==> src/rtl/core/acm_pkg.sv <==
package acm_pkg;

  localparam int unsigned DefChannels = 8;
  localparam int unsigned DefSets     = 4;

  localparam logic [5:0] TrimMin    = 6'd0;
  localparam logic [5:0] TrimMax    = 6'd63;
  localparam logic [7:0] FlagDown   = 8'h80;
  localparam logic [7:0] FlagUp     = 8'h40;
  localparam logic [7:0] NeutralOut = 8'd32;
  localparam logic [7:0] IdleOut    = 8'h00;

  typedef enum logic {
    S_IDLE,
    S_CALC
  } acm_state_e;

  typedef struct packed {
    logic [7:0] raw_value;
    logic [2:0] channel;
    logic [1:0] set_index;
    logic       service_active;
    logic       adjust_min;
    logic       dec_request;
    logic       inc_request;
  } acm_in_t;

  typedef struct packed {
    logic [7:0] out_value;
  } acm_out_t;

  // One RAM word holds all four trims of one set and channel.
  typedef struct packed {
    logic [5:0] max_up;
    logic [5:0] max_down;
    logic [5:0] min_up;
    logic [5:0] min_down;
  } trim_word_t;

  localparam trim_word_t TrimReset = '{
    max_up:   TrimMax,
    max_down: TrimMax,
    min_up:   TrimMin,
    min_down: TrimMin
  };

endpackage

==> src/rtl/core/acm_if.sv <==
interface acm_in_if;
  import acm_pkg::*;

  logic    valid;
  logic    ready;
  acm_in_t data;

  modport source (output valid, output data, input ready);
  modport sink   (input valid, input data, output ready);
endinterface

interface acm_out_if;
  import acm_pkg::*;

  logic     valid;
  logic     ready;
  acm_out_t data;

  modport source (output valid, output data, input ready);
  modport sink   (input valid, input data, output ready);
endinterface

==> src/rtl/core/acm_ram.sv <==
module acm_ram #(
  parameter int unsigned Width = 24,
  parameter int unsigned Depth = 32,
  parameter int unsigned AddrW = (Depth > 1) ? $clog2(Depth) : 1
) (
  input  logic             clk_i,
  input  logic             we_i,
  input  logic [AddrW-1:0] waddr_i,
  input  logic [Width-1:0] wdata_i,
  input  logic             re_i,
  input  logic [AddrW-1:0] raddr_i,
  output logic [Width-1:0] rdata_o
);

  logic [Width-1:0] mem_q [Depth];
  logic [Width-1:0] rdata_q;

  always_ff @(posedge clk_i) begin
    if (we_i) begin
      mem_q[waddr_i] <= wdata_i;
    end
    if (re_i) begin
      rdata_q <= mem_q[raddr_i];
    end
  end

  assign rdata_o = rdata_q;

endmodule

==> src/rtl/core/analog_channel_trim_mapper.sv <==
// Maps one analog byte (6-bit magnitude, down flag in bit 6, up flag in bit 7)
// onto the min..max trim range kept per calibration set and channel, or, in
// service mode, steps the selected trim down and then up (saturating at 0 and
// 63) and returns it with its direction bit. The trim word is read from a
// single RAM with registered read on the accept edge; in the compute state,
// once the output register is free, the scaled result or the adjusted trim
// is computed, written back and loaded into the output register. A new item
// is taken only after the previous write-back, so no access to an entry can
// overlap. The output register lets the next item enter while a result waits.
// Each RAM entry has a valid flop cleared by reset; a never-written entry
// reads as min trims 0 and max trims 63; no clearing pass runs after reset.
module analog_channel_trim_mapper #(
  parameter int unsigned CHANNELS = acm_pkg::DefChannels,
  parameter int unsigned SETS     = acm_pkg::DefSets
) (
  input  logic     clk_i,
  input  logic     rst_ni,
  acm_in_if.sink   in_i,
  acm_out_if.source out_o
);
  import acm_pkg::*;

  localparam int unsigned Depth = SETS * CHANNELS;
  localparam int unsigned AddrW = (Depth > 1) ? $clog2(Depth) : 1;
  localparam logic [4:0]  ChanCount = 5'(CHANNELS);
  localparam logic [2:0]  SetCount  = 3'(SETS);

  acm_state_e state_q, state_d;

  acm_in_t          item_q;
  logic [AddrW-1:0] addr_q;
  logic             hit_q;
  logic [Depth-1:0] entry_valid_q;
  logic             out_valid_q, out_valid_d;
  logic [7:0]       out_data_q, out_data_d;

  logic             in_fire;
  logic             load_out;
  logic [4:0]       ch_red;
  logic [2:0]       set_red;
  logic [6:0]       addr_full;
  logic [AddrW-1:0] rd_addr;

  trim_word_t       ram_rdata;
  trim_word_t       cur;
  trim_word_t       wr_word;
  logic             ram_we;

  logic       is_down, is_up, has_dir;
  logic [5:0] lo, hi, sel, t_dec, t_inc;
  logic       diff_neg;
  logic [5:0] diff_abs;
  logic [11:0] prod;
  logic [6:0] part_sum;
  logic [5:0] quot;
  logic [5:0] level;
  logic [7:0] dir_flag;
  logic [7:0] result;

  // Fold channel and set into range by repeated subtraction of the count.
  always_comb begin
    ch_red  = {2'b00, in_i.data.channel};
    set_red = {1'b0, in_i.data.set_index};
    for (int i = 0; i < 8; i++) begin
      if (ch_red >= ChanCount) begin
        ch_red = ch_red - ChanCount;
      end
    end
    for (int i = 0; i < 4; i++) begin
      if (set_red >= SetCount) begin
        set_red = set_red - SetCount;
      end
    end
  end

  assign addr_full = 7'(set_red) * 7'(CHANNELS) + 7'(ch_red);
  assign rd_addr   = addr_full[AddrW-1:0];

  assign in_i.ready = (state_q == S_IDLE);
  assign in_fire    = in_i.valid && in_i.ready;

  acm_ram #(
    .Width($bits(trim_word_t)),
    .Depth(Depth)
  ) u_trim_ram (
    .clk_i  (clk_i),
    .we_i   (ram_we),
    .waddr_i(addr_q),
    .wdata_i(wr_word),
    .re_i   (in_fire),
    .raddr_i(rd_addr),
    .rdata_o(ram_rdata)
  );

  // Datapath for the item held in item_q.
  always_comb begin
    cur      = hit_q ? ram_rdata : TrimReset;
    is_down  = item_q.raw_value[6] && !item_q.raw_value[7];
    is_up    = item_q.raw_value[7] && !item_q.raw_value[6];
    has_dir  = is_down || is_up;
    lo       = is_up ? cur.min_up : cur.min_down;
    hi       = is_up ? cur.max_up : cur.max_down;
    dir_flag = is_down ? FlagDown : FlagUp;

    // x / 63 with x = 64a + b: quotient is a, plus one when a + b reaches 63.
    diff_neg = hi < lo;
    diff_abs = diff_neg ? (lo - hi) : (hi - lo);
    prod     = 12'(item_q.raw_value[5:0]) * 12'(diff_abs);
    part_sum = 7'(prod[11:6]) + 7'(prod[5:0]);
    quot     = prod[11:6] + 6'(part_sum >= 7'(TrimMax));
    level    = diff_neg ? (lo - quot) : (lo + quot);

    sel   = item_q.adjust_min ? lo : hi;
    t_dec = (item_q.dec_request && sel != TrimMin) ? sel - 6'd1 : sel;
    t_inc = (item_q.inc_request && t_dec != TrimMax) ? t_dec + 6'd1 : t_dec;

    wr_word = cur;
    case ({is_up, item_q.adjust_min})
      2'b00:   wr_word.max_down = t_inc;
      2'b01:   wr_word.min_down = t_inc;
      2'b10:   wr_word.max_up   = t_inc;
      2'b11:   wr_word.min_up   = t_inc;
      default: wr_word = cur;
    endcase

    if (item_q.service_active) begin
      result = has_dir ? ({2'b00, t_inc} | dir_flag) : IdleOut;
    end else begin
      result = has_dir ? ({2'b00, level} | dir_flag) : NeutralOut;
    end
  end

  always_comb begin
    state_d     = state_q;
    out_valid_d = out_valid_q;
    out_data_d  = out_data_q;
    load_out    = 1'b0;
    ram_we      = 1'b0;
    if (out_valid_q && out_o.ready) begin
      out_valid_d = 1'b0;
    end
    case (state_q)
      S_IDLE: begin
        if (in_fire) begin
          state_d = S_CALC;
        end
      end
      S_CALC: begin
        // Hold the item until the output register is free.
        if (!out_valid_q || out_o.ready) begin
          load_out    = 1'b1;
          out_valid_d = 1'b1;
          out_data_d  = result;
          ram_we      = item_q.service_active && has_dir;
          state_d     = S_IDLE;
        end
      end
      default: state_d = S_IDLE;
    endcase
  end

  always_ff @(posedge clk_i or negedge rst_ni) begin
    if (!rst_ni) begin
      state_q       <= S_IDLE;
      out_valid_q   <= 1'b0;
      entry_valid_q <= '0;
      hit_q         <= 1'b0;
    end else begin
      state_q     <= state_d;
      out_valid_q <= out_valid_d;
      if (in_fire) begin
        hit_q <= entry_valid_q[rd_addr];
      end
      if (ram_we) begin
        entry_valid_q[addr_q] <= 1'b1;
      end
    end
  end

  always_ff @(posedge clk_i) begin
    if (in_fire) begin
      item_q <= in_i.data;
      addr_q <= rd_addr;
    end
    out_data_q <= out_data_d;
  end

  assign out_o.valid          = out_valid_q;
  assign out_o.data.out_value = out_data_q;

`ifndef NO_ASSERTIONS
  a_fire_to_calc: assert property (@(posedge clk_i) disable iff (!rst_ni)
    in_fire |=> state_q == S_CALC)
    else $error("accepted item did not move to the compute state");

  a_write_only_service: assert property (@(posedge clk_i) disable iff (!rst_ni)
    ram_we |-> state_q == S_CALC && item_q.service_active && load_out)
    else $error("trim write outside a service item");

  a_entry_marked: assert property (@(posedge clk_i) disable iff (!rst_ni)
    ram_we |=> entry_valid_q[$past(addr_q)])
    else $error("written entry not marked valid");

  a_normal_nonzero: assert property (@(posedge clk_i) disable iff (!rst_ni)
    load_out && !item_q.service_active |-> out_data_d != IdleOut)
    else $error("normal mode produced a zero result");
`endif

endmodule
==> src/flat_wrapper.sv <==
// flat-port wrapper written by rule: the top's interface ports become plain ports
module analog_channel_trim_mapper_flat import acm_pkg::*;
#(
  parameter int unsigned CHANNELS = acm_pkg::DefChannels,
  parameter int unsigned SETS     = acm_pkg::DefSets
)
  (clk_i, rst_ni, in_i_valid, in_i_data, in_i_ready, out_o_valid, out_o_data, out_o_ready);
  acm_in_if in_i_i ();
  acm_out_if out_o_i ();
  input  logic clk_i;
  input  logic rst_ni;
  input wire logic [$bits(in_i_i.valid)-1:0] in_i_valid;
  input wire logic [$bits(in_i_i.data)-1:0] in_i_data;
  output wire logic [$bits(in_i_i.ready)-1:0] in_i_ready;
  output wire logic [$bits(out_o_i.valid)-1:0] out_o_valid;
  output wire logic [$bits(out_o_i.data)-1:0] out_o_data;
  input wire logic [$bits(out_o_i.ready)-1:0] out_o_ready;
  assign in_i_i.valid = in_i_valid;
  assign in_i_i.data = in_i_data;
  assign in_i_ready = in_i_i.ready;
  assign out_o_valid = out_o_i.valid;
  assign out_o_data = out_o_i.data;
  assign out_o_i.ready = out_o_ready;
  analog_channel_trim_mapper #(.CHANNELS(CHANNELS), .SETS(SETS)) u_core (.clk_i(clk_i), .rst_ni(rst_ni), .in_i(in_i_i), .out_o(out_o_i));
endmodule
==> config.mk <==
export PLATFORM = sky130hd
export DESIGN_NAME = analog_channel_trim_mapper_flat
export DESIGN_NICKNAME = d
export VERILOG_FILES = /design/src/rtl/core/acm_pkg.sv /design/src/rtl/core/acm_if.sv /design/src/rtl/core/acm_ram.sv /design/src/rtl/core/analog_channel_trim_mapper.sv /design/src/flat_wrapper.sv
export SDC_FILE = /design/constraint.sdc
export NUM_CORES = 1
export LEC_CHECK = 0
export BUFFER_PORTS_ARGS = -buffer_cell sky130_fd_sc_hd__buf_2
export CORE_ASPECT_RATIO = 1.25
export CORE_MARGIN = 5
export CORE_UTILIZATION = 60
export CTS_BUF_LIST = sky130_fd_sc_hd__clkbuf_4 sky130_fd_sc_hd__clkbuf_8
export DETAILED_ROUTE_END_ITERATION = 8
export GPL_ROUTABILITY_DRIVEN = 0
export MAX_ROUTING_LAYER = met4
export PLACE_DENSITY_LB_ADDON = 0.3
export SLEW_MARGIN = 10
export SYNTH_ARGS = -nofsm -noshare
export SYNTH_HDL_FRONTEND = slang
export SYNTH_SLANG_ARGS = --single-unit
==> constraint.sdc <==
create_clock -name clk_i -period 14.9 [get_ports clk_i]
set_input_delay 2.98 -clock clk_i [delete_from_list [all_inputs] [get_ports clk_i]]
set_output_delay 2.98 -clock clk_i [all_outputs]
set_load 0.005 [all_outputs]
==> flow_metrics.env <==
export IMPL_gr_total_overflow=0
export IMPL_viasPerCell=6.60
export IMPL_rr_worst_depth=41
export IMPL_antenna_found_initial=1
export IMPL_cts_hold_buf=0
export IMPL_cts_tree="built"
export IMPL_rsz0062_at_grt="false"
export IMPL_status="complete, no violations"
export IMPL_nets=1982
export IMPL_ys_flop_type="edfxtp_1"
export IMPL_die_area_um2=64400
export IMPL_end_kind="flip-flop"
export IMPL_crit_top_cell="ha_1"
export IMPL_synth_avg_cell_area_um2=20.0
export IMPL_cp_top_family="adder cells"
export IMPL_placementRows=100
export IMPL_syn_instance_count=1780
export IMPL_core_area_um2=59200
export IMPL_initial_core_util_pct=60.2
export IMPL_relSlewSlack_pct=16.2
export IMPL_io_buffer_count=30
export IMPL_finalSetupViolations=0
export IMPL_cpMaxStageDelayCell="ha_1"
export IMPL_worst_slew_pin_slew_ns=1.25
export IMPL_r2r_start="u_core.item_q[15]$_DFFE_PP_"
export IMPL_grt_max_degree=104
export IMPL_hpwl_um=47000
export IMPL_crit_cells=41
export IMPL_fin_crit_sh_pct=81.0
export IMPL_drc=0
export IMPL_clock_skew_final_ns=0.0261
export IMPL_yosysTopAreaCell="edfxtp_1"
export IMPL_first_iter_violations=2177
export IMPL_place_area_um2=37100
export IMPL_clockBufferDepth=3
export IMPL_worstHoldPathType="reg -> reg"
export IMPL_clk_pin_slew_ns=0.06
export IMPL_synth_edff_count=817
export IMPL_crit_start="u_core.item_q[15]$_DFFE_PP_"
export IMPL_synth_area_leaders="edfxtp_1, mux4_2, dfrtp_1"
export IMPL_fillers=3680
export IMPL_finalSetupTns_ns=0
export IMPL_wirelength_um=82500
export IMPL_die_h_um=282
export IMPL_cts_resized=0
export IMPL_wire_per_inst_um=29.9
export IMPL_path_buf_inv=2
export IMPL_track_usage_pct=26.9
export IMPL_fmax_mhz=82.9
export IMPL_ant_nets=0
export IMPL_post_cts_buffers=0
export IMPL_max_stage_delay_ns=0.93
export IMPL_period_minus_slack_ns=12.07
export IMPL_grt_pass1_vias=18741
export IMPL_crit_path_end="u_core.out_o.data[5]$_DFFE_PP_"
export IMPL_synth_area_um2=35600
export IMPL_critPathKind="reg -> reg"
export IMPL_cts_root_buf="clkbuf_8"
export IMPL_ctsHtreeMaxLevel=3
export IMPL_cp_start_kind="flip-flop"
export IMPL_firstDrtPassIters=5
export IMPL_layout_drive_gt1_share_pct=32.5
export IMPL_hold_viol=0
export IMPL_synth_warnings=0
export IMPL_cp_arrival_ns=12.54
export IMPL_r2r_slack_ns=2.83
export IMPL_synth_seq_area_share_pct=71.3
export IMPL_vias=18233
export IMPL_yosys_register_bits=852
export IMPL_synth_top_area_share_pct=68.9
export IMPL_required_ns=15.37
export IMPL_die_w_um=228
export IMPL_drv_slew=0
export IMPL_async_flop_share_pct=4.11
export IMPL_cts_sinks=852
export IMPL_io_pins=31
export IMPL_syn_to_final_growth_pct=11.2
export IMPL_synthDistinctLibCells=70
export IMPL_design_area_um2=39600
export IMPL_grt_pass1_wl_um=122000
export IMPL_crit_fanout=26
export IMPL_numCtsBuffers=119
export IMPL_timing_rr_end="u_core.out_o.data[5]$_DFFE_PP_"
export IMPL_timing_max_cap_violations=0
export IMPL_clock_latency_ns=0.74
export IMPL_synth_nets=1866
per-layer routing:
layer	vias to the layer above	track usage (%)	part of all wire [%]
met5	-	-	0
met4	0	9.03	3.0
met3	148	4.66	9.4
met2	972	44.0	51
met1	9574	35.2	37
li1	7539	-	-
state kept, by name, indices dropped and copies added (netlist names):
name,count
u_core.hit_q,1
u_core.out_o.valid,1
u_core.item_q,12
u_core.addr_q,5
u_core.entry_valid_q,32
u_core.state_q,1
u_core.u_trim_ram.mem_q,768
u_core.u_trim_ram.rdata_o,24
u_core.out_o.data,8
area by class of cell:
type / instances / area (um^2) / area share (%)
inverters: 53 / 199 / 0.502
multi-input cells: 792 / 10100 / 25.5
diodes: 1 / 2.50 / 0.00631
flip-flops and latches: 852 / 25400 / 64.1
clock inverters: 53 / 345 / 0.871
repair buffers: 78 / 548 / 1.38
clock buffers: 168 / 2060 / 5.20
well taps: 765 / 957 / 2.42
synth_stat cells, types with 3 or more instances:
| cell type | n |
|---|---|
| nor2_1 | 60 |
| o2111ai_1 | 6 |
| mux2_2 | 27 |
| buf_2 | 4 |
| buf_1 | 24 |
| o21bai_1 | 3 |
| inv_1 | 52 |
| fa_1 | 19 |
| mux2i_1 | 16 |
| a221oi_1 | 4 |
| dfrtp_1 | 35 |
| nor3b_1 | 5 |
| xor2_1 | 13 |
| a211oi_1 | 4 |
| mux4_2 | 250 |
| o21ai_0 | 25 |
| nor3_1 | 21 |
| or2_2 | 34 |
| nand2_1 | 47 |
| a31oi_1 | 6 |
| nor4b_1 | 3 |
| o211ai_1 | 4 |
| ha_1 | 46 |
| and4b_1 | 3 |
| a21oi_1 | 26 |
| o21a_1 | 3 |
| a21o_1 | 7 |
| o21ai_1 | 4 |
| nand2b_1 | 9 |
| edfxtp_1 | 817 |
| or3_1 | 6 |
| nand3b_1 | 5 |
| clkbuf_1 | 54 |
| nand3_1 | 27 |
| and2_1 | 32 |
| xnor2_1 | 23 |
| nor2b_1 | 7 |
| o22ai_1 | 7 |
cell usage in the layout (no fill, tap or decap), drive strengths merged, types with 19 or more instances in the layout:
master / Yosys / routed
a21oi: 26 / 26
and2: 32 / 32
buf: 29 / 77
clkbuf: 54 / 169
clkinv: 1 / 45
dfrtp: 35 / 35
edfxtp: 817 / 817
fa: 19 / 19
ha: 46 / 46
inv: 52 / 54
mux2: 29 / 29
mux4: 250 / 250
nand2: 47 / 47
nand3: 27 / 27
nor2: 60 / 60
nor3: 21 / 21
o21ai: 29 / 29
or2: 34 / 34
xnor2: 23 / 23
logic make-up (layout without fill, tap and decap cells):
group	count (synthesis)	after routing	synth area share [%]
flops	852	852	71.3
xor+xnor	36	36	0.885
buf+inv	136	352	1.46
compound gates	123	123	2.39
simple gates	271	271	4.02
fa+ha+maj	67	67	2.74
other cells	0	1	0
mux	295	295	17.2
worst min-delay path by stage:
stage | startpoint | endpoint | slack (ns) | cells past startpoint
6_report | u_core.entry_valid_q[19]$_DFFE_PN0P_ | u_core.entry_valid_q[19]$_DFFE_PN0P_ | 0.46 | 1
3_5_place_dp | u_core.entry_valid_q[7]$_DFFE_PN0P_ | u_core.entry_valid_q[7]$_DFFE_PN0P_ | 0.45 | 1
5_1_grt | u_core.entry_valid_q[22]$_DFFE_PN0P_ | u_core.entry_valid_q[22]$_DFFE_PN0P_ | 0.47 | 1
3_3_place_gp | u_core.entry_valid_q[19]$_DFFE_PN0P_ | u_core.entry_valid_q[19]$_DFFE_PN0P_ | 0.45 | 1
2_1_floorplan | u_core.entry_valid_q[10]$_DFFE_PN0P_ | u_core.entry_valid_q[10]$_DFFE_PN0P_ | 0.43 | 1
4_1_cts | u_core.entry_valid_q[19]$_DFFE_PN0P_ | u_core.entry_valid_q[19]$_DFFE_PN0P_ | 0.46 | 1
per-stage QoR:
step | utilization, % | instances | worst slack [ns] | hold slack, ns
3_5_place_dp | 62.7 | 2539 | 2.94 | 0.447
4_1_cts | 66.8 | 2760 | 2.92 | 0.464
3_3_place_gp | 62.7 | 2539 | 3.32 | 0.446
6_report | 67.0 | 2762 | 2.83 | 0.464
2_1_floorplan | - | 1780 | 4.51 | 0.434
5_1_grt | 67.0 | 2762 | 2.04 | 0.471
worst register-to-register path, delay by kind of cell (launching register included):
family / cells / cell delay [ns]
AO/OA/AOI/OAI: 15 / 4.07
multiplexers: 1 / 0.42
adder cells (fa/ha/maj): 11 / 4.58
buffers and inverters: 2 / 0.12
AND/OR/NAND/NOR: 9 / 1.90
flip-flops: 1 / 0.39
XOR/XNOR: 3 / 0.35
Power is left out: the tool's default activity adds up to more than one toggle a clock period on the data nets, which glitch-free logic cannot reach.
